**src/design/psu_pkg.sv**
```systemverilog
package psu_pkg;

  localparam int PARTICLES_DEF = 64;
  localparam int IDX_W = 6;
  localparam int POS_W = 32;
  localparam int SCORE_W = 63;
  localparam int WGT_W = 16;
  localparam int CFG_IDX_W = 2;

  localparam logic [CFG_IDX_W-1:0] CFG_INERTIA = 2'd0;
  localparam logic [CFG_IDX_W-1:0] CFG_COGNITIVE = 2'd1;
  localparam logic [CFG_IDX_W-1:0] CFG_SOCIAL = 2'd2;

  localparam logic signed [WGT_W-1:0] INERTIA_RST = 16'sd2867;
  localparam logic signed [WGT_W-1:0] COGNITIVE_RST = 16'sd6144;
  localparam logic signed [WGT_W-1:0] SOCIAL_RST = 16'sd6144;

  localparam logic [SCORE_W-1:0] SCORE_MAX = {SCORE_W{1'b1}};
  localparam logic [63:0] PROD_CAP = 64'h4000_0000_0000_0000;
  localparam logic [63:0] TERM_CAP = 64'h0000_0100_0000_0000;
  localparam logic signed [63:0] BEALE_C1 = 64'sd98304;
  localparam logic signed [63:0] BEALE_C2 = 64'sd147456;
  localparam logic signed [63:0] BEALE_C3 = 64'sd172032;
  localparam logic signed [63:0] VEL_LIM_Q28 = 64'sd5368709120;
  localparam logic signed [31:0] VEL_LIM_Q16 = 32'sd1310720;

  typedef enum logic [3:0] {
    ST_IDLE,
    ST_READ,
    ST_VEL,
    ST_MOVE,
    ST_P1,
    ST_P2,
    ST_P3,
    ST_T1,
    ST_T2,
    ST_T3,
    ST_COMMIT,
    ST_OUT
  } psu_state_t;

  typedef struct packed {
    logic capture;
    logic read;
    logic vel;
    logic move;
    logic p1;
    logic p2;
    logic p3;
    logic t1;
    logic t2;
    logic t3;
    logic commit;
  } psu_cmd_t;

  typedef struct packed {
    logic is_update;
    logic mul_last;
  } psu_status_t;

endpackage

```
**src/design/psu_ctrl.sv**
```systemverilog
module psu_ctrl (
  input  logic clk,
  input  logic rst,
  input  logic in_fire,
  input  logic out_busy,
  input  logic out_take,
  input  psu_pkg::psu_status_t status,
  output psu_pkg::psu_cmd_t cmd,
  output logic in_ready,
  output logic out_load
);
  import psu_pkg::*;

  psu_state_t state, state_next;

  always_ff @(posedge clk) begin
    if (rst) state <= ST_IDLE;
    else state <= state_next;
  end

  // each product and squared term stays until the multiplier reports its last step
  always_comb begin
    state_next = state;
    unique case (state)
      ST_IDLE: if (in_fire) state_next = ST_READ;
      ST_READ: state_next = status.is_update ? ST_VEL : ST_P1;
      ST_VEL: state_next = ST_MOVE;
      ST_MOVE: state_next = ST_P1;
      ST_P1: if (status.mul_last) state_next = ST_P2;
      ST_P2: if (status.mul_last) state_next = ST_P3;
      ST_P3: if (status.mul_last) state_next = ST_T1;
      ST_T1: if (status.mul_last) state_next = ST_T2;
      ST_T2: if (status.mul_last) state_next = ST_T3;
      ST_T3: if (status.mul_last) state_next = ST_COMMIT;
      ST_COMMIT: state_next = ST_OUT;
      ST_OUT: if (!out_busy || out_take) state_next = ST_IDLE;
      default: state_next = ST_IDLE;
    endcase
  end

  always_comb begin
    cmd = '0;
    in_ready = 1'b0;
    out_load = 1'b0;
    unique case (state)
      ST_IDLE: begin
        in_ready = 1'b1;
        cmd.capture = 1'b1;
      end
      ST_READ: cmd.read = 1'b1;
      ST_VEL: cmd.vel = 1'b1;
      ST_MOVE: cmd.move = 1'b1;
      ST_P1: cmd.p1 = 1'b1;
      ST_P2: cmd.p2 = 1'b1;
      ST_P3: cmd.p3 = 1'b1;
      ST_T1: cmd.t1 = 1'b1;
      ST_T2: cmd.t2 = 1'b1;
      ST_T3: cmd.t3 = 1'b1;
      ST_COMMIT: cmd.commit = 1'b1;
      ST_OUT: out_load = !out_busy || out_take;
      default: ;
    endcase
  end

endmodule

```
**config.mk**
```make
export PLATFORM = sky130hd
export DESIGN_NAME = psu_ctrl
export DESIGN_NICKNAME = d
export VERILOG_FILES = /design/src/design/psu_pkg.sv /design/src/design/psu_ctrl.sv
export SDC_FILE = /design/constraint.sdc
export NUM_CORES = 1
export LEC_CHECK = 0
export ABC_AREA = 1
export BUFFER_PORTS_ARGS = -buffer_cell sky130_fd_sc_hd__buf_2
export CAP_MARGIN = 15
export CORE_AREA = 2 2 39 41
export CTS_CLUSTER_SIZE = 24
export DETAILED_ROUTE_END_ITERATION = 8
export DIE_AREA = 0 0 41 43
export GPL_ROUTABILITY_DRIVEN = 1
export HOLD_SLACK_MARGIN = 0.12
export PLACE_DENSITY_LB_ADDON = 0.3
export SLEW_MARGIN = 30
export SYNTH_ARGS = -nofsm -noshare
export SYNTH_HDL_FRONTEND = slang
export SYNTH_SLANG_ARGS = --single-unit
```
**constraint.sdc**
```tcl
create_clock -name clk -period 1.6 [get_ports clk]
set_clock_uncertainty 0.15 [all_clocks]
set_input_delay 0.32 -clock clk [delete_from_list [all_inputs] [get_ports clk]]
set_output_delay 0.32 -clock clk [all_outputs]
set_load 0.005 [all_outputs]
```
Yosys cells after proc, flatten, opt, wreduce, memory -nomap -nowiden. Index checks and enable logic that the tools add are counted.

Register bits after elaboration: 4. Latch bits: 0. Bits in writable memories: 0. ROM bits: 0. Output and inout port bits: 13. Logic and storage cells: 46. Memories: 0.

Add/sub/neg operators: 0. Multiply operators: 0. Divide/modulo/power cells: 0. Magnitude comparators: 0. Equal/unequal tests: 19. Shift operators: 0. Muxes and demuxes: 22. Bitwise operators: 0. Reduce and logical (&&, ||, !) cells: 4.

Operator list (count): $pmux 4 s12 (1); $mux 4 (8); $eq 4x3->1 const B (4); $eq 4x4->1 const B (4); $ne 2x2->1 const B (8); $mux 1 (12); $eq 4x2->1 const B (2); $reduce_and 8->1 (1); $eq 4x1->1 const B (1); $logic_not 4->1 (1); $mux 3 (1); $logic_not 1->1 (1); $logic_or 1x1->1 (1).

Longest topological paths before layout. Gate-level depths: netlist (run 1).

Word-level depth: 4. Mapped depth: 8. Mapped depth without buffers: 8.

Worst setup path before layout (run 1). No wires, ideal clock.

Path kind: flip-flop to output port. Start point: reg state[2]. End point: out cmd[10] (netlist name). Arrival: 0.926 ns. Path slack: 0.204 ns. Stages on the path, launching flop included: 5. Path buffers: 1. Path through: dfxtp_1 -> nor2_2 -> inv_1 -> nor2_1 -> buf_4.

Word-level cells in the longest chain between the ends: 2.

Ends and longest elaborated chain: from (decl) (RTL line psu_ctrl.sv:14) `psu_state_t state, state_next;`; from (signal assigned) (RTL line psu_ctrl.sv:18) `else state <= state_next;`; $logic_not 4->1; $mux 1; to (decl) (RTL line psu_ctrl.sv:8) `output psu_pkg::psu_cmd_t cmd,`.

No other way between the ends.

==> metrics.txt, run 1 <==
status=completed; die width=41 um; register-to-register setup slack=0.28 ns; worst r2r path cells=6; CP max stage delay=about 0.38 ns; Clock Tree Root=clkbuf_4; Worst setup SP type=flip-flop; Slowest-stage cell, CP=dfxtp_4; die area=1760 um^2; CP Buf/Inv Count=4; Antenna Nets Post-Route=0; Crit Path Class=reg2out; Port Buffer Count=19; Synth Warn #=0; Top Registers=state: 4 flops; leak pwr=0.358 nW; WL per Instance=9.79 um; CTS clock-pin slew for the worst setup and hold paths=0.04 ns; vias post-DR=534; Starting Density=29.3%; cells along the critical path=inv_4, nand2_2, inv_1, nand2_1, inv_1, buf_2; core area=1380 um^2; CP most frequent cell=inv_1; n_diodes=0; Hold Path Depth=6; worst skew pair latency=0.23 ns; Critical Path End Type=output port; peak supply drop=0.469 mV; Period Utilization, post-route=a little over nine tenths; syn_nets=80; num ports=20; CTS tree=yes; critical path depth=6; vias in the first global route=415; GRT Util Overall=around an eighth; synthesized area=405 um^2; first-pass GRT wire length=1570 um; final hold vios=0; Least-Margin Pin Slew=between 0.2 and 0.3 ns; Area Overhead vs Synth=45.7%; H-tree depth=1; flops & latches, synth=4; routability cong.=about 0.8; Die Height=43 um; vias per cell=4.73; Clock Path Buffers=2; Hold Path Sink=state[2]; Power, Total=989 uW; Yosys cell types=18; Row Count=14; CP top delay family=flip-flops; initial antenna violation count=0; Max Fclk=645 MHz; initial DRC count=20; fin crit period=1.55 ns; largest net degree at the start of global routing=8; Finished Core Util=42.7%; Synth Area per Inst=5.55 um^2; CTS sink count=4; count of final max-slew check failures=0; Routed WL=1110 um; hold_sp=status[1]; final setup vio count=0; most frequent cells in the layout=buf_2 (19), nor2_1 (17), inv_1 (12), nand2_1 (12), nand3_1 (4); CTS buffer count=3; layout cell share with drive strength beyond 1=between 40 and 50%; reg2reg start=state[3]; half-perimeter wire length after placement=793 um; WP data required=1.13 ns; # Max-Cap Violations=0; grt total ovfl=0; Seq/Total Area, Yosys=19.8%; Crit Path Max Fanout=7; Pwr Density=1670 nW/um^2; Final #Nets=between 100 and 150; Biggest register=state; drt drc=0; max reg flops=4; Worst slew margin=81.7%; DRT Pass-1 Iters=4; most common cell after layout, fill and taps aside=buf_2; Syn Inst Count=73; Hold WC Path Type=in2reg; critical path arrival=1.08 ns; R2R Path End=state[3]
-- Yosys cell counts, drive strengths merged --
cell,instances,area [um^2]
nor2,21,91.3
inv,16,60.1
nand2,15,63.8
nand3,5,30.0
dfxtp,4,80.1
o21ai,4,20.0
a21oi,3,22.5
nor3,2,10.0
buf,1,7.51
nand3b,1,11.3
o2bb2ai,1,8.76
-- worst max-delay path by stage --
stage                     startpoint        to
after global routing        state[1]    cmd[3]
after global placement      state[3]  out_load
after CTS                   state[0]   cmd[10]
after detailed placement    state[3]  out_load
final                       state[3]    cmd[3]
after floorplan             state[2]   cmd[10]
-- report_power, final --
group / internal (mW) / total [mW] / switching, mW
Combinational: 0.254 / 0.627 / 0.373
Clock: 0.0836 / 0.121 / 0.0369
Sequential: 0.154 / 0.241 / 0.0870
-- kinds of logic after synthesis --
logic type / synth area share [%]
buffers and inverters: 16.7
AND/OR/NAND/NOR: 50.9
AO/OA/AOI/OAI: 12.7
flip-flops: 19.8
-- layer usage --
layer	up-vias	wire (um)	GRT usage, %
met5	-	0	0
met4	0	0	4.00
met3	0	87	1.57
met2	28	563	19.1
met1	237	455	17.4
li1	269	-	-
-- worst register-to-register path: stages, from the launching register on --
cell,delay (ns)
dfxtp_4,0.38
inv_4,0.05
nor2_4,0.13
inv_2,0.08
o21ai_0,0.25
o21ai_1,0.12
nor2_1,0.10
-- area by class of cell --
type	count	area, um^2
fillers	162	793
flip-flops and latches	4	90.1
clock buffers	3	22.5
inverters	16	62.6
repair buffers	22	120
multi-input cells	52	275
well taps	16	20.0
-- timing repair --
item,CTS,global route
endpoints found under the hold margin,1,0
gates resized for setup,6,6
hold buffers,1,0
pin swaps,0,3
buffers inserted,0,2
endpoints found under the setup margin,9,10
-- metrics by stage --
step	hold slack, ns	setup TNS [ns]	area (um^2)	std cells	worst slack (ns)
final	0.368	0	591	113	0.0491
after global routing	0.404	-0.00820	591	113	-0.00820
after CTS	0.367	0	561	111	0.0170
after detailed placement	0.348	0	513	107	0.162
after global placement	0.343	0	513	107	0.143
after floorplan	0.232	0	405	73	0.204
(Power assumes the default switching activity.)
==> run 2, diff against run 1 <==
Settings changed: REMOVE_ABC_BUFFERS set to 1.
==> metrics.txt, run 2 (synthesis results as in run 1) <==
Row Count=14 (unchanged); Biggest register=state; routability cong.=0.792 (+1.7%); first-pass GRT wire length=1550 um (-1.3%); Routed WL=995 um (-10%); status=completed; CTS tree=yes; vias per cell=4.47 (-5.3%); Port Buffer Count=19 (unchanged); cells along the critical path=nor2_4, inv_2, nor2_1, buf_2; RSZ-0062 raised after global routing=false; grt total ovfl=0 (unchanged); Hold Path Depth=6 (unchanged); final hold vios=0 (unchanged); n_diodes=0 (unchanged); fin crit period=1.53 ns (-0.0212 ns); initial antenna violation count=0 (unchanged); Placement Cell Area=513 um^2 (unchanged); Least-Margin Pin Slew=0.216 ns (-0.0568 ns); Final WS setup=0.0703 ns (+0.0212 ns); worst r2r path cells=9 (+3); initial DRC count=7 (-65%); Psw=492 uW (-1.1%); CTS buffer count=3 (unchanged); num ports=20 (unchanged); Antenna Nets Post-Route=0 (unchanged); drt drc=0 (unchanged); WP data required=1.13 ns (about the same); internal power=487 uW (-1.0%); Clock Path Buffers=2 (unchanged); pre-CTS WS=0.134 ns (-0.0278 ns); count of final max-slew check failures=0 (unchanged); Slowest-stage cell, CP=dfxtp_4; CTS sink count=4 (unchanged); Crit Path Class=reg2out; Critical Path End Type=output port; Worst slew margin=85.6% (+3.9 points); sum of negative setup slack=0 ns (unchanged); most common cell after layout, fill and taps aside=buf_2; H-tree depth=1 (unchanged); Starting Density=29.3% (unchanged); CP max stage delay=0.36 ns (-0.02 ns); Flop pwr share=24.3% (about the same); Hold WC Path Type=in2reg; Area Overhead vs Synth=45.1%; Top Registers=state: 4 flops; switching power share of the total=50.3% (about the same); half-perimeter wire length after placement=803 um (+1.3%); Period Utilization, post-route=95.6% (-1.3 points); critical path arrival=1.06 ns (-0.02 ns); Final Non-Filler Cells=112 (-0.88%); die width=41 um (unchanged); fill cell count=155 (-4.3%); die area=1760 um^2 (unchanged); vias post-DR=501 (-6.2%); peak supply drop=0.513 mV (+9.4%); final instance area=588 um^2 (-0.42%); max reg flops=4 (unchanged); largest net degree at the start of global routing=8 (unchanged); core area=1380 um^2 (unchanged); most frequent cells in the layout=buf_2 (19), nor2_1 (17), nand2_1 (12); # Max-Cap Violations=0 (unchanged); Clock Tree Root=clkbuf_4; layout cell share with drive strength beyond 1=45.8% (+0.47 points); CTS clock-pin slew for the worst setup and hold paths=0.04 ns (about the same); vias in the first global route=396 (-4.6%); Worst setup SP type=flip-flop; worst skew pair latency=0.23 ns (about the same); Crit Path Max Fanout=5 (-2); Final #Nets=105 (-0.94%); GRT Util Overall=12.7% (+0.29 points); Max Fclk=654 MHz (+1.4%); leak pwr=0.355 nW (-0.88%); DRT Pass-1 Iters=4 (unchanged); Combinational Power Share=63.1% (-0.3 points); DP Cell Count=107 (unchanged); share of total power in the clock network=12.6% (+0.4 points); Die Height=43 um (unchanged); Pwr Density=1660 nW/um^2 (-0.64%); WL per Instance=8.88 um (-9.2%); final setup vio count=0 (unchanged)
[run 2: final timing paths]
| kind | slack (ns) | from | end |
|---|---|---|---|
| setup / recovery | 0.07 | state[3] | in_ready |
| hold / removal | 0.35 | status[1] | state[2] |
| setup reg to reg | 0.28 | state[3] | state[2] |
| hold reg to reg | 0.38 | state[0] | state[0] |
[run 2: worst max-delay path: cells and delay by family (launching register included)]
| kind | cells | cell delay, ns |
|---|---|---|
| buffers and inverters | 2 | 0.18 |
| DFF | 1 | 0.36 |
| and+or+nand+nor | 2 | 0.28 |
[run 2: layer usage]
layer / share of wire, % / GRT usage (%)
met5: 0 / 0
met1: 45 / 16.0
met2: 49 / 18.4
met3: 5.1 / 4.71
met4: 0 / 6.00
[run 2: metrics by stage]
| stage | util [%] | hold slack [ns] | power [mW] |
|---|---|---|---|
| after floorplan | - | 0.232 | 0.613 |
| after global placement | 37.1 | 0.343 | 0.786 |
| after detailed placement | 37.1 | 0.351 | 0.784 |
| after CTS | 40.9 | 0.352 | 0.943 |
| after global routing | 42.5 | 0.394 | 1.08 |
| final | 42.5 | 0.349 | 0.979 |
[run 2: final cells by class]
class	count	area (um^2)	share of cell area, %
Multi-Input combinational cell	52	280	47.7
Timing Repair Buffer	21	113	19.1
Clock buffer	3	22.5	3.83
Sequential cell	4	90.1	15.3
Inverter	16	62.6	10.6
Tap cell	16	20.0	3.40
[run 2: power groups by stage]
| stage | clock, mW | combinational, mW | sequential [mW] |
|---|---|---|---|
| global route | 0.139 | 0.699 | 0.246 |
| finish | 0.123 | 0.617 | 0.238 |
| detailed placement | 0 | 0.576 | 0.208 |
| global placement | 0 | 0.577 | 0.209 |
| floorplan | 0 | 0.420 | 0.193 |
| CTS | 0.129 | 0.595 | 0.219 |
[run 2: timing repair]
item	4_1_cts	5_1_grt
pin swaps	1	2
hold buffers	1	0
resized for setup	7	7
buffers inserted	0	1
setup endpoints to repair	9	10
endpoints found under the hold margin	1	0
